<file path="config.mk">
export PLATFORM = sky130hd
export DESIGN_NAME = ipv4_header_builder_flat
export DESIGN_NICKNAME = d
export VERILOG_FILES = /design/src/rtl/ihb_pkg.sv /design/src/rtl/ihb_stream_if.sv /design/src/rtl/ipv4_header_builder.sv /design/src/rtl/ihb_emitter.sv /design/src/flat_wrapper.sv
export SDC_FILE = /design/constraint.sdc
export NUM_CORES = 1
export LEC_CHECK = 0
export ABC_AREA = 1
export ABC_CLOCK_PERIOD_IN_PS = 7550
export CAP_MARGIN = 20
export CORE_ASPECT_RATIO = 0.5
export CORE_UTILIZATION = 30
export CTS_CLUSTER_DIAMETER = 30
export DETAILED_ROUTE_END_ITERATION = 10
export DONT_BUFFER_PORTS = 1
export PLACE_DENSITY_LB_ADDON = 0.15
export SLEW_MARGIN = 25
export SYNTH_ARGS = -nofsm -noshare
export SYNTH_HDL_FRONTEND = slang
export SYNTH_HIERARCHICAL = 1
export SYNTH_SLANG_ARGS = --single-unit
</file>
<file path="constraint.sdc">
create_clock -name clk -period 7.55 [get_ports clk]
set_input_delay 0.755 -clock clk [delete_from_list [all_inputs] [get_ports clk]]
set_output_delay 0.755 -clock clk [all_outputs]
set_load 0.1 [all_outputs]
</file>
<file path="src/rtl/ihb_pkg.sv">
package ihb_pkg;

	localparam logic [3:0]  IP_VERSION  = 4'd4;
	localparam logic [3:0]  IP_IHL      = 4'd5;
	localparam logic [7:0]  IP_TOS      = 8'd0;
	localparam logic [7:0]  IP_TTL      = 8'd64;
	localparam logic [15:0] HDR_BYTES   = 16'd20;
	localparam logic [15:0] MAX_PAYLOAD = 16'd65515;
	localparam int          HDR_WORDS   = 5;
	localparam logic [2:0]  LAST_IDX    = 3'(HDR_WORDS - 1);

	typedef enum logic [1:0] {
		REG_LOCAL_ADDR   = 2'd0,
		REG_SUBNET_MASK  = 2'd1,
		REG_GATEWAY_ADDR = 2'd2,
		REG_LOOPBACK     = 2'd3
	} cfg_reg_t;

	typedef struct packed {
		logic [15:0] payload_length;
		logic [7:0]  protocol;
		logic [31:0] src_addr;
		logic [31:0] dst_addr;
	} pkt_in_t;

	typedef struct packed {
		logic [31:0] header_word;
		logic [2:0]  word_index;
		logic        last_word;
		logic [31:0] next_hop_addr;
		logic        local_delivery;
		logic        length_error;
	} hdr_out_t;

	// one packet handed from the front register to the word emitter
	typedef struct packed {
		logic        length_error;
		logic [15:0] total_length;
		logic [15:0] ident;
		logic [7:0]  protocol;
		logic [31:0] src_addr;
		logic [31:0] dst_addr;
		logic [31:0] next_hop_addr;
		logic        local_delivery;
	} hdr_job_t;

	// one's-complement sum over the header halves, checksum field taken as zero
	function automatic logic [15:0] ihb_checksum(input hdr_job_t job);
		logic [18:0] sum;
		logic [16:0] fold1;
		logic [15:0] fold2;
		sum = 19'({IP_VERSION, IP_IHL, IP_TOS}) + 19'(job.total_length)
			+ 19'(job.ident) + 19'({IP_TTL, job.protocol})
			+ 19'(job.src_addr[31:16]) + 19'(job.src_addr[15:0])
			+ 19'(job.dst_addr[31:16]) + 19'(job.dst_addr[15:0]);
		fold1 = 17'(sum[15:0]) + 17'(sum[18:16]);
		fold2 = fold1[15:0] + 16'(fold1[16]);
		return ~fold2;
	endfunction

endpackage

</file>
<file path="src/rtl/ihb_stream_if.sv">
interface ihb_in_if;
	logic              valid;
	logic              ready;
	ihb_pkg::pkt_in_t  payload;

	modport source(output valid, output payload, input ready);
	modport sink(input valid, input payload, output ready);
endinterface

interface ihb_out_if;
	logic              valid;
	logic              ready;
	ihb_pkg::hdr_out_t payload;

	modport source(output valid, output payload, input ready);
	modport sink(input valid, input payload, output ready);
endinterface

</file>
<file path="src/rtl/ipv4_header_builder.sv">
// channel   | dir | transaction
// ----------+-----+------------------------------------------------------------
// pkt_in    | in  | one packet: payload length, protocol, source, destination
// hdr_out   | out | one header word with index, last flag, next hop, flags
// cfg_*     | in  | one register write per cycle with cfg_we high, no read-back
//
// a packet leaves as five header words, one per output transfer, built by
// the word emitter. an oversized payload gives a single error word instead.
// a new packet is taken into the front register while the previous one is
// still leaving, so packets stream back to back.
// a stall on hdr_out holds the current word; pkt_in fills the front register
// and then waits. arst_n clears the ident counter, config registers, word index and valid flags.
module ipv4_header_builder (
	input  logic        clk,
	input  logic        arst_n,
	ihb_in_if.sink      pkt_in,
	ihb_out_if.source   hdr_out,
	input  logic        cfg_we,
	input  logic [1:0]  cfg_index,
	input  logic [31:0] cfg_wdata
);
	import ihb_pkg::*;

	// interface configuration
	logic [31:0] local_addr_q;
	logic [31:0] subnet_mask_q;
	logic [31:0] gateway_addr_q;
	logic        loopback_q;

	// identification counter, bumped per good packet
	logic [15:0] ident_q;

	// front register
	logic        job_valid_s1;
	hdr_job_t    job_s1;
	logic        job_ready;

	logic        in_fire;
	logic        len_err;
	logic        on_subnet;
	logic [15:0] ident_next;
	pkt_in_t     pkt;

	assign pkt          = pkt_in.payload;
	assign pkt_in.ready = !job_valid_s1 || job_ready;
	assign in_fire      = pkt_in.valid && pkt_in.ready;
	assign len_err      = pkt.payload_length > MAX_PAYLOAD;
	assign ident_next   = ident_q + 16'd1;
	assign on_subnet    = (local_addr_q & subnet_mask_q) == (pkt.dst_addr & subnet_mask_q);

	always_ff @(posedge clk or negedge arst_n) begin
		if (!arst_n) begin
			local_addr_q   <= '0;
			subnet_mask_q  <= '0;
			gateway_addr_q <= '0;
			loopback_q     <= 1'b0;
		end else if (cfg_we) begin
			unique case (cfg_reg_t'(cfg_index))
				REG_LOCAL_ADDR:   local_addr_q   <= cfg_wdata;
				REG_SUBNET_MASK:  subnet_mask_q  <= cfg_wdata;
				REG_GATEWAY_ADDR: gateway_addr_q <= cfg_wdata;
				REG_LOOPBACK:     loopback_q     <= cfg_wdata[0];
				default:          ;
			endcase
		end
	end

	// error packets leave the counter alone
	always_ff @(posedge clk or negedge arst_n) begin
		if (!arst_n) begin
			ident_q <= '0;
		end else if (in_fire && !len_err) begin
			ident_q <= ident_next;
		end
	end

	always_ff @(posedge clk or negedge arst_n) begin
		if (!arst_n) begin
			job_valid_s1 <= 1'b0;
		end else if (in_fire) begin
			job_valid_s1 <= 1'b1;
		end else if (job_ready) begin
			job_valid_s1 <= 1'b0;
		end
	end

	// route decision and length made here, checksum in the emitter
	always_ff @(posedge clk) begin
		if (in_fire) begin
			job_s1.length_error   <= len_err;
			job_s1.total_length   <= pkt.payload_length + HDR_BYTES;
			job_s1.ident          <= ident_next;
			job_s1.protocol       <= pkt.protocol;
			job_s1.src_addr       <= pkt.src_addr;
			job_s1.dst_addr       <= pkt.dst_addr;
			job_s1.local_delivery <= loopback_q;
			job_s1.next_hop_addr  <= (loopback_q || on_subnet) ? pkt.dst_addr : gateway_addr_q;
		end
	end

	ihb_emitter u_emitter (
		.clk       (clk),
		.arst_n    (arst_n),
		.job_valid (job_valid_s1),
		.job       (job_s1),
		.job_ready (job_ready),
		.hdr_out   (hdr_out)
	);

endmodule

</file>
<file path="src/rtl/ihb_emitter.sv">
module ihb_emitter (
	input  logic              clk,
	input  logic              arst_n,
	input  logic              job_valid,
	input  ihb_pkg::hdr_job_t job,
	output logic              job_ready,
	ihb_out_if.source         hdr_out
);
	import ihb_pkg::*;

	logic [31:0] words_q [HDR_WORDS];
	logic [2:0]  idx_q;
	logic        busy_q;
	logic        err_q;
	logic [31:0] hop_q;
	logic        local_q;

	logic        out_fire;
	logic        last;
	logic        load;
	logic [15:0] csum;

	assign out_fire  = hdr_out.valid && hdr_out.ready;
	assign last      = err_q || (idx_q == LAST_IDX);
	assign job_ready = !busy_q || (out_fire && last);
	assign load      = job_valid && job_ready;
	assign csum      = ihb_checksum(job);

	always_ff @(posedge clk or negedge arst_n) begin
		if (!arst_n) begin
			busy_q <= 1'b0;
			idx_q  <= '0;
		end else if (load) begin
			busy_q <= 1'b1;
			idx_q  <= '0;
		end else if (out_fire && last) begin
			busy_q <= 1'b0;
		end else if (out_fire) begin
			idx_q <= idx_q + 3'd1;
		end
	end

	// word shift line: entry 0 is always the head
	always_ff @(posedge clk) begin
		if (load) begin
			err_q   <= job.length_error;
			hop_q   <= job.length_error ? '0 : job.next_hop_addr;
			local_q <= job.length_error ? 1'b0 : job.local_delivery;
			if (job.length_error) begin
				for (int k = 0; k < HDR_WORDS; k++) begin
					words_q[k] <= '0;
				end
			end else begin
				words_q[0] <= {IP_VERSION, IP_IHL, IP_TOS, job.total_length};
				words_q[1] <= {job.ident, 16'h0000};
				words_q[2] <= {IP_TTL, job.protocol, csum};
				words_q[3] <= job.src_addr;
				words_q[4] <= job.dst_addr;
			end
		end else if (out_fire) begin
			for (int k = 0; k < HDR_WORDS - 1; k++) begin
				words_q[k] <= words_q[k + 1];
			end
		end
	end

	assign hdr_out.valid                  = busy_q;
	assign hdr_out.payload.header_word    = words_q[0];
	assign hdr_out.payload.word_index     = idx_q;
	assign hdr_out.payload.last_word      = last;
	assign hdr_out.payload.next_hop_addr  = hop_q;
	assign hdr_out.payload.local_delivery = local_q;
	assign hdr_out.payload.length_error   = err_q;

endmodule

</file>
<file path="src/flat_wrapper.sv">
// flat-port wrapper written by rule: the top's interface ports become plain ports
module ipv4_header_builder_flat import ihb_pkg::*;
  (clk, arst_n, cfg_we, cfg_index, cfg_wdata, pkt_in_valid, pkt_in_payload, pkt_in_ready, hdr_out_valid, hdr_out_payload, hdr_out_ready);
  ihb_in_if pkt_in_i ();
  ihb_out_if hdr_out_i ();
  input  logic clk;
  input  logic arst_n;
  input  logic cfg_we;
  input  logic [1:0] cfg_index;
  input  logic [31:0] cfg_wdata;
  input wire logic [$bits(pkt_in_i.valid)-1:0] pkt_in_valid;
  input wire logic [$bits(pkt_in_i.payload)-1:0] pkt_in_payload;
  output wire logic [$bits(pkt_in_i.ready)-1:0] pkt_in_ready;
  output wire logic [$bits(hdr_out_i.valid)-1:0] hdr_out_valid;
  output wire logic [$bits(hdr_out_i.payload)-1:0] hdr_out_payload;
  input wire logic [$bits(hdr_out_i.ready)-1:0] hdr_out_ready;
  assign pkt_in_i.valid = pkt_in_valid;
  assign pkt_in_i.payload = pkt_in_payload;
  assign pkt_in_ready = pkt_in_i.ready;
  assign hdr_out_valid = hdr_out_i.valid;
  assign hdr_out_payload = hdr_out_i.payload;
  assign hdr_out_i.ready = hdr_out_ready;
  ipv4_header_builder u_core (.clk(clk), .arst_n(arst_n), .pkt_in(pkt_in_i), .hdr_out(hdr_out_i), .cfg_we(cfg_we), .cfg_index(cfg_index), .cfg_wdata(cfg_wdata));
endmodule
</file>
* Yosys cells after proc, flatten, opt, wreduce, memory -nomap -nowiden *
Memory sizes are Yosys's and may differ from the RTL's.
Cells that the tools add are included.

storage, ports and cells
  register bits = 290
  RAM bits = 160
  input bits = 127
  word-level logic and storage cells = 98
  memories kept = 1

memory list
  memory                    depth  bits a word  read ports  clocked after Yosys merged registers in  write ports  line               source
  u_core.u_emitter.words_q  5      32           5           0                                        5            ihb_emitter.sv:11  logic [31:0] words_q [HDR_WORDS];

cells by class
  $add $sub $neg = 12
  order comparisons = 1
  eq/ne operators = 6
  muxes and demuxes = 26
  bitwise gates (word level) = 12
  reduce and logical (&&, ||, !) cells = 21

operators with widths
  operator                  number
  $mux W32                  10
  $add A19 B16 Y19          4
  $and A32 B32 Y32          2
  $eq A32 B32 Y1            1
  $add A18 B15 Y19          1
  $add A17 B16 Y18          1
  $add A15 B16 Y17 const A  1
  $add A16 B3 Y17           1
  $add A16 B1 Y16           1
  $add A16 B1 Y16 const B   1
  $add A16 B5 Y16 const B   1
  $gt A16 B16 Y1 const B    1
  $not A16 Y16              1
  $mux W1                   13
  $reduce_and A2 Y1         5
  $mux W3                   3
  $or A1 B1 Y1              9
  $reduce_bool A2 Y1        3
  $logic_and A1 B1 Y1       5
  $eq A2 B2 Y1 const B      2
  $logic_or A1 B1 Y1        4
  $add A3 B1 Y3 const B     1
  $eq A3 B3 Y1 const B      1
  $logic_not A1 Y1          3
  other kinds (3)           3

* Logic depth before layout (Yosys ltp) *
Gate-level depths: netlist of the first run.

  word-level depth = 12
  mapped depth = 45

* Cells and area by module *
The synthesis of the first run kept the hierarchy.

by module, submodules not included
  module               instances  cells each  area an instance (sq um)  seq. area each (sq um)
  ihb_emitter          1          1175        11840.1                   5925.7
  ipv4_header_builder  1          948         10127.2                   6996.7

* Least setup slack after synthesis of the first run *
Ideal clock, no wire load.

  path type = register to register
  start point = reg u_core/job_s1[37] (netlist bit)
  end point = mem u_core.u_emitter.words_q[2][15] (netlist: u_core/u_emitter/words_q[0][79]), data pin
  arrival = 6.513 ns
  data required time = 7.297 ns
  setup slack = 0.784 ns
  cell stages (with the launch flop) = 46
  path buffers = 0
  cell sequence = edfxtp_1 -> inv_1 -> fa_1 -> inv_1 -> fa_1 -> fa_1 -> inv_1 -> fa_1 -> inv_1 -> ha_1 -> nand2_1 -> nand2_1 -> inv_1 -> nand2_1 -> nand3_1 -> nand3_1 -> nand3_1 -> nand2_1 -> (+10 left out) -> nand3_2 -> nor2_4 -> nand3_1 -> nor3_1 -> ha_1 -> nand2_1 -> nor2_1 -> nand3_1 -> nor2_2 -> nand2_1 -> nor2_4 -> nand2_1 -> nor2_1 -> nand3_1 -> nor2_2 -> nand3_1 -> nand3_1 -> nand2_1

RTL lines
  element          line                       source
  start, declared  ipv4_header_builder.sv:35  hdr_job_t job_s1;
  end, declared    ihb_emitter.sv:11

==> results of run 1 <==
## how the worst max path moves through the flow
stage | start | slack [ns] | to
2_1_floorplan | u_core/job_s1[37] | 0.78 | u_core/u_emitter/words_q[0][79]
3_3_place_gp | u_core/job_s1[39] | 0.09 | u_core/u_emitter/words_q[0][79]
3_5_place_dp | u_core/job_s1[39] | 0.02 | u_core/u_emitter/words_q[0][79]
4_1_cts | u_core/job_s1[38] | 0.05 | u_core/u_emitter/words_q[0][79]
5_1_grt | u_core/job_s1[70] | -0.02 | u_core/u_emitter/words_q[0][79]
6_report | u_core/job_s1[86] | 0.45 | u_core/u_emitter/words_q[0][70]
## Yosys cell counts (all sizes together)
master    n
ha       39
o21bai    1
buf      48
o21a      2
nand4    18
nand3b    3
nand2   505
clkinv    1
xor2     24
xnor2    10
nor2    167
and3      1
a22o     44
clkbuf   46
fa       71
a32o      1
o21ai   151
nor3b     1
inv     396
edfxtp  332
a21oi    14
nor3     10
o31ai     1
dfrtp   118
a31oi     2
nand3   115
or2       2
## metal layers
metal	GRT usage (%)	vias to the layer above	part of all wire [%]
met5	0	-	0
met4	4.39	0	1.9
met3	3.43	84	3.8
met2	26.6	224	48
met1	22.2	6874	46
li1	-	6895	-
## final cells by class
cell class / instances / area, um2
diodes: 1 / 2.50
clock buffers: 112 / 2450
clock inverters: 66 / 923
fillers: 7054 / 45100
inverters: 397 / 1500
multi-input cells: 1182 / 7290
flip-flops and latches: 450 / 12900
well taps: 958 / 1200
repair buffers: 37 / 310
## kinds of logic after synthesis
logic type | share of synthesized area, %
fa+ha+maj | 8.69
simple gates | 16.0
buf+inv | 9.24
xor+xnor | 1.36
compound gates | 5.91
flops | 58.8
## through the flow
stage,hold slack (ns),util (%),worst slack (ns),setup TNS (ns),instances
2_1_floorplan,0.424,-,0.784,0,2123
3_3_place_gp,0.462,31.8,0.0910,0,3007
3_5_place_dp,0.463,31.8,0.0243,0,3007
4_1_cts,0.0787,36.6,0.0489,0,3186
5_1_grt,0.0750,37.1,-0.0166,-0.0181,3202
6_report,0.0230,37.1,0.450,0,3203
## flip-flops by register name, indices dropped and copies added (netlist names)
register and flops:
u_core/u_emitter/words_q 160, u_core/job_s1 138, u_core/gateway_addr_q 32, u_core/local_addr_q 32, u_core/subnet_mask_q 32, u_core/u_emitter/hop_q 32, u_core/ident_q 16, u_core/u_emitter/idx_q 3
u_core/job_valid_s1 1, u_core/loopback_q 1, u_core/u_emitter/err_q 1, u_core/u_emitter/hdr_out.valid 1, u_core/u_emitter/local_q 1
## timing repair
item	CTS	global route
gates resized for setup	3	62
endpoints found under the hold margin	118	0
endpoints found under the setup margin	2	11
setup buffers	0	16
pin swaps	0	39
hold buffers	1	0
==> impl_results.rst, run 1 <==
.. list-table::
   :header-rows: 1

   * - Metric
     - Value
   * - Maximum number of pins on one net before global-route repair
     - roughly 120
   * - Design area
     - 26,600 um2
   * - Final clock skew
     - between 0.03 and 0.04 ns
   * - Cell count after synthesis
     - 2,123
   * - Post-Syn Area
     - between 20,000 and 25,000 um2
   * - Width of the die
     - roughly 380 um
   * - Final global-route overflow total
     - 0
   * - Vias after detailed routing
     - 14.1k
   * - CTS H-tree lvls
     - 3
   * - Area contributors post-synth
     - sky130_fd_sc_hd__edfxtp_1, sky130_fd_sc_hd__dfrtp_1, sky130_fd_sc_hd__nand2_1, sky130_fd_sc_hd__inv_1, sky130_fd_sc_hd__fa_1
   * - Sort of element at the start of the critical path
     - register
   * - Share of layout cells above drive strength 1
     - 14.1%
   * - Source-to-sink clock delay at the later pin of the worst-skew pair
     - 0.65 ns
   * - Final worst path period need
     - slightly above 7 ns
   * - Detail Route Antenna Nets
     - 0
   * - Flop-to-flop setup slack
     - ~0.45 ns
   * - Count of different cell masters after synthesis
     - 43
   * - Number of sinks handled by clock tree synthesis
     - 450
   * - Crit path max fanout
     - 5
   * - Area of the core region
     - 71,700 um2
   * - IO Pins
     - a little under 200
   * - CTS root buf
     - sky130_fd_sc_hd__clkbuf_16
   * - Commonest cells after routing, fill and taps aside
     - sky130_fd_sc_hd__nand2_1, sky130_fd_sc_hd__inv_1, sky130_fd_sc_hd__edfxtp_1
   * - DR pass1 iterations
     - 6
   * - Vias in the first global route
     - between 10k and 15k
   * - Wire length of the first global-routing pass
     - a little over 90,000 um
   * - Buf/Inv on CP
     - 3
   * - Max Clk Rate
     - roughly 140 MHz
   * - Overall Global Routing Usage
     - 16.4%
   * - DRC marker count from the first detailed-route iteration
     - ~930
   * - Sequential fraction of the synthesis area
     - 58.8%
   * - Wire per inst
     - 18.7 um
   * - Leading cell type in the layout, fill and taps excluded
     - sky130_fd_sc_hd__nand2_1
   * - Crit end category
     - register
   * - Cell accounting for the most synthesized area
     - sky130_fd_sc_hd__edfxtp_1
   * - Capture instance of the worst register-to-register path
     - u_core/u_emitter/words_q[0][70]
   * - Count of maximum capacitance violations
     - 0
   * - Critical path's largest stage delay
     - between 0.6 and 0.7 ns
   * - TritonCTS buffer count
     - 94
   * - Vertical die dimension
     - ~190 um
   * - Mean instance size in the synthesized netlist
     - slightly above 10 um2
   * - Period utilisation layout
     - around 94%
   * - Post-route DRC violation count
     - 0
   * - CTS tree
     - built
   * - Worst Max-Slew Pin Slew
     - between 1 and 1.5 ns
   * - Placement Cell Area
     - 22,800 um2
   * - Run status
     - finished clean
   * - Crit Reg-Reg Startpoint
     - u_core/job_s1[86]
   * - Vias per cell
     - approximately 4.4
   * - Arrival time at the worst endpoint
     - ~7.5 ns
   * - Wire length after detailed routing
     - approximately 60,000 um
   * - Setup-failing EPs final
     - 0
   * - Number of endpoints with negative hold slack in the final report
     - 0
   * - Post-synthesis to final-layout area growth
     - 21.1%
   * - Detailed placement HPWL
     - roughly 43,000 um
   * - Number of cell instances on the worst register-to-register path
     - 33
   * - CTS Buffer Depth
     - 3
   * - Area of the die
     - 74,400 um2
   * - Crit path top cell by count
     - sky130_fd_sc_hd__fa_1
   * - Number of nets in the layout
     - 2,399
   * - Area share of the largest cell type after synthesis
     - a little under half
   * - Clock-pin slew reported for the worst setup and hold paths after clock tree synthesis
     - around 0.050 ns
   * - Family with the most delay on the worst path
     - adder cells
   * - Critical Setup Path Class
     - reg -> reg
   * - Routability cong.
     - roughly 0.84
   * - Num rows
     - a little under 70
   * - Final number of max-transition violations
     - 0
   * - Slowest cell on crit path
     - sky130_fd_sc_hd__fa_1
   * - Required time of the critical path
     - slightly below 8 ns
   * - Flip-flop and latch count after synthesis
     - 450
   * - Synthesized Nets
     - about 2.4k
   * - Antenna violations before repair
     - 4
   * - Depth of the critical timing path with buffers and inverters included
     - 33
   * - Starting density of the core
     - between 30% and 40%
   * - Max-slew headroom at the worst pin
     - about a third
   * - Warning count from the yosys run
     - 6
   * - Class of the most critical hold timing path
     - in -> async
   * - Count of buffers from port buffering
     - 0
Power of run 1 is left out: the tool's default activity adds up to more than one toggle a clock period on the data nets, which glitch-free logic cannot reach.
==> run 2: changes to the inputs <==
--- a/config.mk
+++ b/config.mk
@@ -14,6 +14,7 @@
 export DETAILED_ROUTE_END_ITERATION = 10
 export DONT_BUFFER_PORTS = 1
 export PLACE_DENSITY_LB_ADDON = 0.15
+export RECOVER_POWER = 25
 export SLEW_MARGIN = 25
 export SYNTH_ARGS = -nofsm -noshare
 export SYNTH_HDL_FRONTEND = slang
==> run 2 against run 1 <==
Against the previous run:
- clock skew shrank 0.0018 ns
- register-to-register slack about the same
- critical path depth unchanged
- critical path type unchanged
- worst setup slack worse by 0.0031 ns
- fmax hardly changed
- the run now ends with capacitance limit, slew limit left
- die area did not move
==> impl_results.rst, run 2 (synthesized netlist as in run 1, its figures left out) <==
.. list-table::
   :header-rows: 1

   * - Metric
     - Value
   * - Run status
     - complete, but fails checks
   * - Failing checks
     - capacitance limit, slew limit
   * - Count of maximum capacitance violations
     - 4 (+4)
   * - Number of filler cells placed in the layout
     - 7,059 (+0.071%)
   * - Sort of element at the start of the critical path
     - register
   * - Vertical die dimension
     - 193 um (unchanged)
   * - Antenna violations before repair
     - 4 (unchanged)
   * - Crit path max fanout
     - 5 (unchanged)
   * - Cells after DPL
     - 3,007 (unchanged)
   * - Final worst path period need
     - 7.10 ns (+0.00311 ns)
   * - Post-route DRC violation count
     - 0 (unchanged)
   * - Starting density of the core
     - 30.6% (unchanged)
   * - Vias in the first global route
     - 14.1k (unchanged)
   * - Num rows
     - 69 (unchanged)
   * - Source-to-sink clock delay at the later pin of the worst-skew pair
     - 0.65 ns (about the same)
   * - Vias after detailed routing
     - 14.1k (+0.26%)
   * - Post-synthesis to final-layout area growth
     - 20.9%
   * - Arrival time at the worst endpoint
     - 7.45 ns (about the same)
   * - Max Clk Rate
     - 141 MHz (about the same)
   * - Most used routing layer in global routing
     - met2
   * - Vias per cell
     - 4.41 (+0.26%)
   * - Worst Max-Slew Pin Slew
     - 5.82 ns (+4.81 ns)
   * - CTS root buf
     - sky130_fd_sc_hd__clkbuf_16
   * - Hold EP
     - u_core/job_s1[103]
   * - Setup-failing EPs final
     - 0 (unchanged)
   * - Wire length of the first global-routing pass
     - 91,000 um (unchanged)
   * - Clock-pin slew reported for the worst setup and hold paths after clock tree synthesis
     - 0.05 ns (about the same)
   * - IO Pins
     - 199 (unchanged)
   * - Crit Reg-Reg Startpoint
     - u_core/job_s1[86]
   * - Final Core Density
     - 37.0% (-0.064 points)
   * - Crit end category
     - register
   * - Number of endpoints with negative hold slack in the final report
     - 0 (unchanged)
   * - Largest regs
     - u_core/u_emitter/words_q (160), u_core/job_s1 (138)
   * - Final global-route overflow total
     - 0 (unchanged)
   * - Final number of max-transition violations
     - 285 (+285)
   * - Width of the die
     - 385 um (unchanged)
   * - Share of layout cells above drive strength 1
     - 13.8% (-0.31 points)
   * - Number of sinks handled by clock tree synthesis
     - 450 (unchanged)
   * - CTS tree
     - built
   * - Detail Route Antenna Nets
     - 0 (unchanged)
   * - Wire length after detailed routing
     - 60,000 um (about the same)
   * - Maximum number of pins on one net before global-route repair
     - 119 (unchanged)
   * - Max FFs per register
     - 160 (unchanged)
   * - Final clock skew
     - 0.0356 ns (-0.00184 ns)
   * - Area of the die
     - 74,400 um2 (unchanged)
   * - DR pass1 iterations
     - 5 (-1)
   * - M1 GR Usage
     - 22.2% (unchanged)
   * - Max-slew headroom at the worst pin
     - -288% (-320 points)
   * - Overall Global Routing Usage
     - 16.4% (unchanged)
   * - Register with the most flip-flops
     - u_core/u_emitter/words_q
   * - Count of buffers from port buffering
     - 0 (unchanged)
   * - Commonest cells after routing, fill and taps aside
     - sky130_fd_sc_hd__nand2_1, sky130_fd_sc_hd__inv_1, sky130_fd_sc_hd__edfxtp_1
   * - Routability cong.
     - 0.844 (unchanged)
   * - Wire per inst
     - 18.7 um (about the same)
   * - Area of the core region
     - 71,700 um2 (unchanged)
   * - DRC marker count from the first detailed-route iteration
     - 957 (+2.6%)
   * - Number of nets in the layout
     - 2,399 (unchanged)
   * - Design area
     - 26,600 um2 (-0.17%)
   * - Met3 track demand over resource in global routing
     - 3.43% (unchanged)
   * - Crit path top cell by count
     - sky130_fd_sc_hd__fa_1
   * - CTS Buffer Depth
     - 3 (unchanged)
   * - Critical Setup Path Class
     - reg -> reg
   * - Detailed placement HPWL
     - 42,600 um (unchanged)
   * - Slowest cell on crit path
     - sky130_fd_sc_hd__fa_1
   * - Placement Cell Area
     - 22,800 um2 (unchanged)
   * - Worst hold margin
     - 0.202 ns (+0.179 ns)
   * - Flop-to-flop setup slack
     - 0.45 ns (about the same)
   * - Hold path start
     - pkt_in_payload[70]
   * - Capture instance of the worst register-to-register path
     - u_core/u_emitter/words_q[0][70]
   * - Number of cells on the worst hold path
     - 0
   * - Number of cell instances on the worst register-to-register path
     - 33 (unchanged)
   * - CTS H-tree lvls
     - 3 (unchanged)
   * - Critical path's largest stage delay
     - 0.64 ns (about the same)
   * - Required time of the critical path
     - 7.90 ns (about the same)
   * - Global Route met2 Usage
     - 26.6% (unchanged)
   * - Class of the most critical hold timing path
     - in -> reg
   * - Leading cell type in the layout, fill and taps excluded
     - sky130_fd_sc_hd__nand2_1
   * - TritonCTS buffer count
     - 94 (unchanged)
   * - Period utilisation layout
     - 94.1% (about the same)
   * - Final cell count without fillers
     - 3,203 (unchanged)
run 2: changes by cell type in the layout (fill, tap and decap cells not counted), sizes merged:
cell,change
buf,-4
clkbuf,+3
clkdlybuf4s25,+1
run 2: worst max path at each step:
stage,start,end,slack [ns],depth (start not counted)
6_report,u_core/job_s1[86],u_core/u_emitter/words_q[0][70],0.45,33
5_1_grt,u_core/job_s1[70],u_core/u_emitter/words_q[0][79],-0.02,42
4_1_cts,u_core/job_s1[38],u_core/u_emitter/words_q[0][79],0.05,42
3_5_place_dp,u_core/job_s1[39],u_core/u_emitter/words_q[0][79],0.02,45
3_3_place_gp,u_core/job_s1[39],u_core/u_emitter/words_q[0][79],0.09,45
2_1_floorplan,u_core/job_s1[37],u_core/u_emitter/words_q[0][79],0.78,45
run 2: critical path, delay by kind of cell (launching register included):
kind                       cells  cell delay [ns]
AOI/OAI and AO/OA              2             0.24
xor gates and xnor gates       2             0.49
adders and majority gates      9             3.29
buffers and inverters          3             0.32
DFF                            1             0.41
and+or+nand+nor               17             2.06
run 2: final cells by class:
cell class / instances / area, um2 / area share, %
inverters: 397 / 1500 / 5.65
repair buffers: 37 / 282 / 1.06
multi-input cells: 1182 / 7280 / 27.4
clock buffers: 112 / 2450 / 9.22
flip-flops and latches: 450 / 12900 / 48.7
diodes: 1 / 2.50 / 0.00942
well taps: 958 / 1200 / 4.51
clock inverters: 66 / 923 / 3.48
run 2: per-layer routing:
| metal | wire (um) | vias up |
|---|---|---|
| met4 | 1160 | 0 |
| met1 | 27600 | 6903 |
| met2 | 28900 | 235 |
| met5 | 0 | - |
| met3 | 2360 | 78 |
| li1 | - | 6897 |
run 2: repair_timing:
item	CTS	global route
endpoints found under the hold margin	118	0
gates resized for setup	3	62
setup endpoints to repair	2	11
hold buffers	1	0
buffers inserted	0	16
pin swaps	0	39
run 2: stage by stage:
step                setup slack (ns)  setup TNS (ns)
detailed placement            0.0243               0
global placement              0.0910               0
finish                         0.447               0
global route                 -0.0166         -0.0181
floorplan                      0.784               0
CTS                           0.0489               0
Power of run 2 is left out for the same reason.
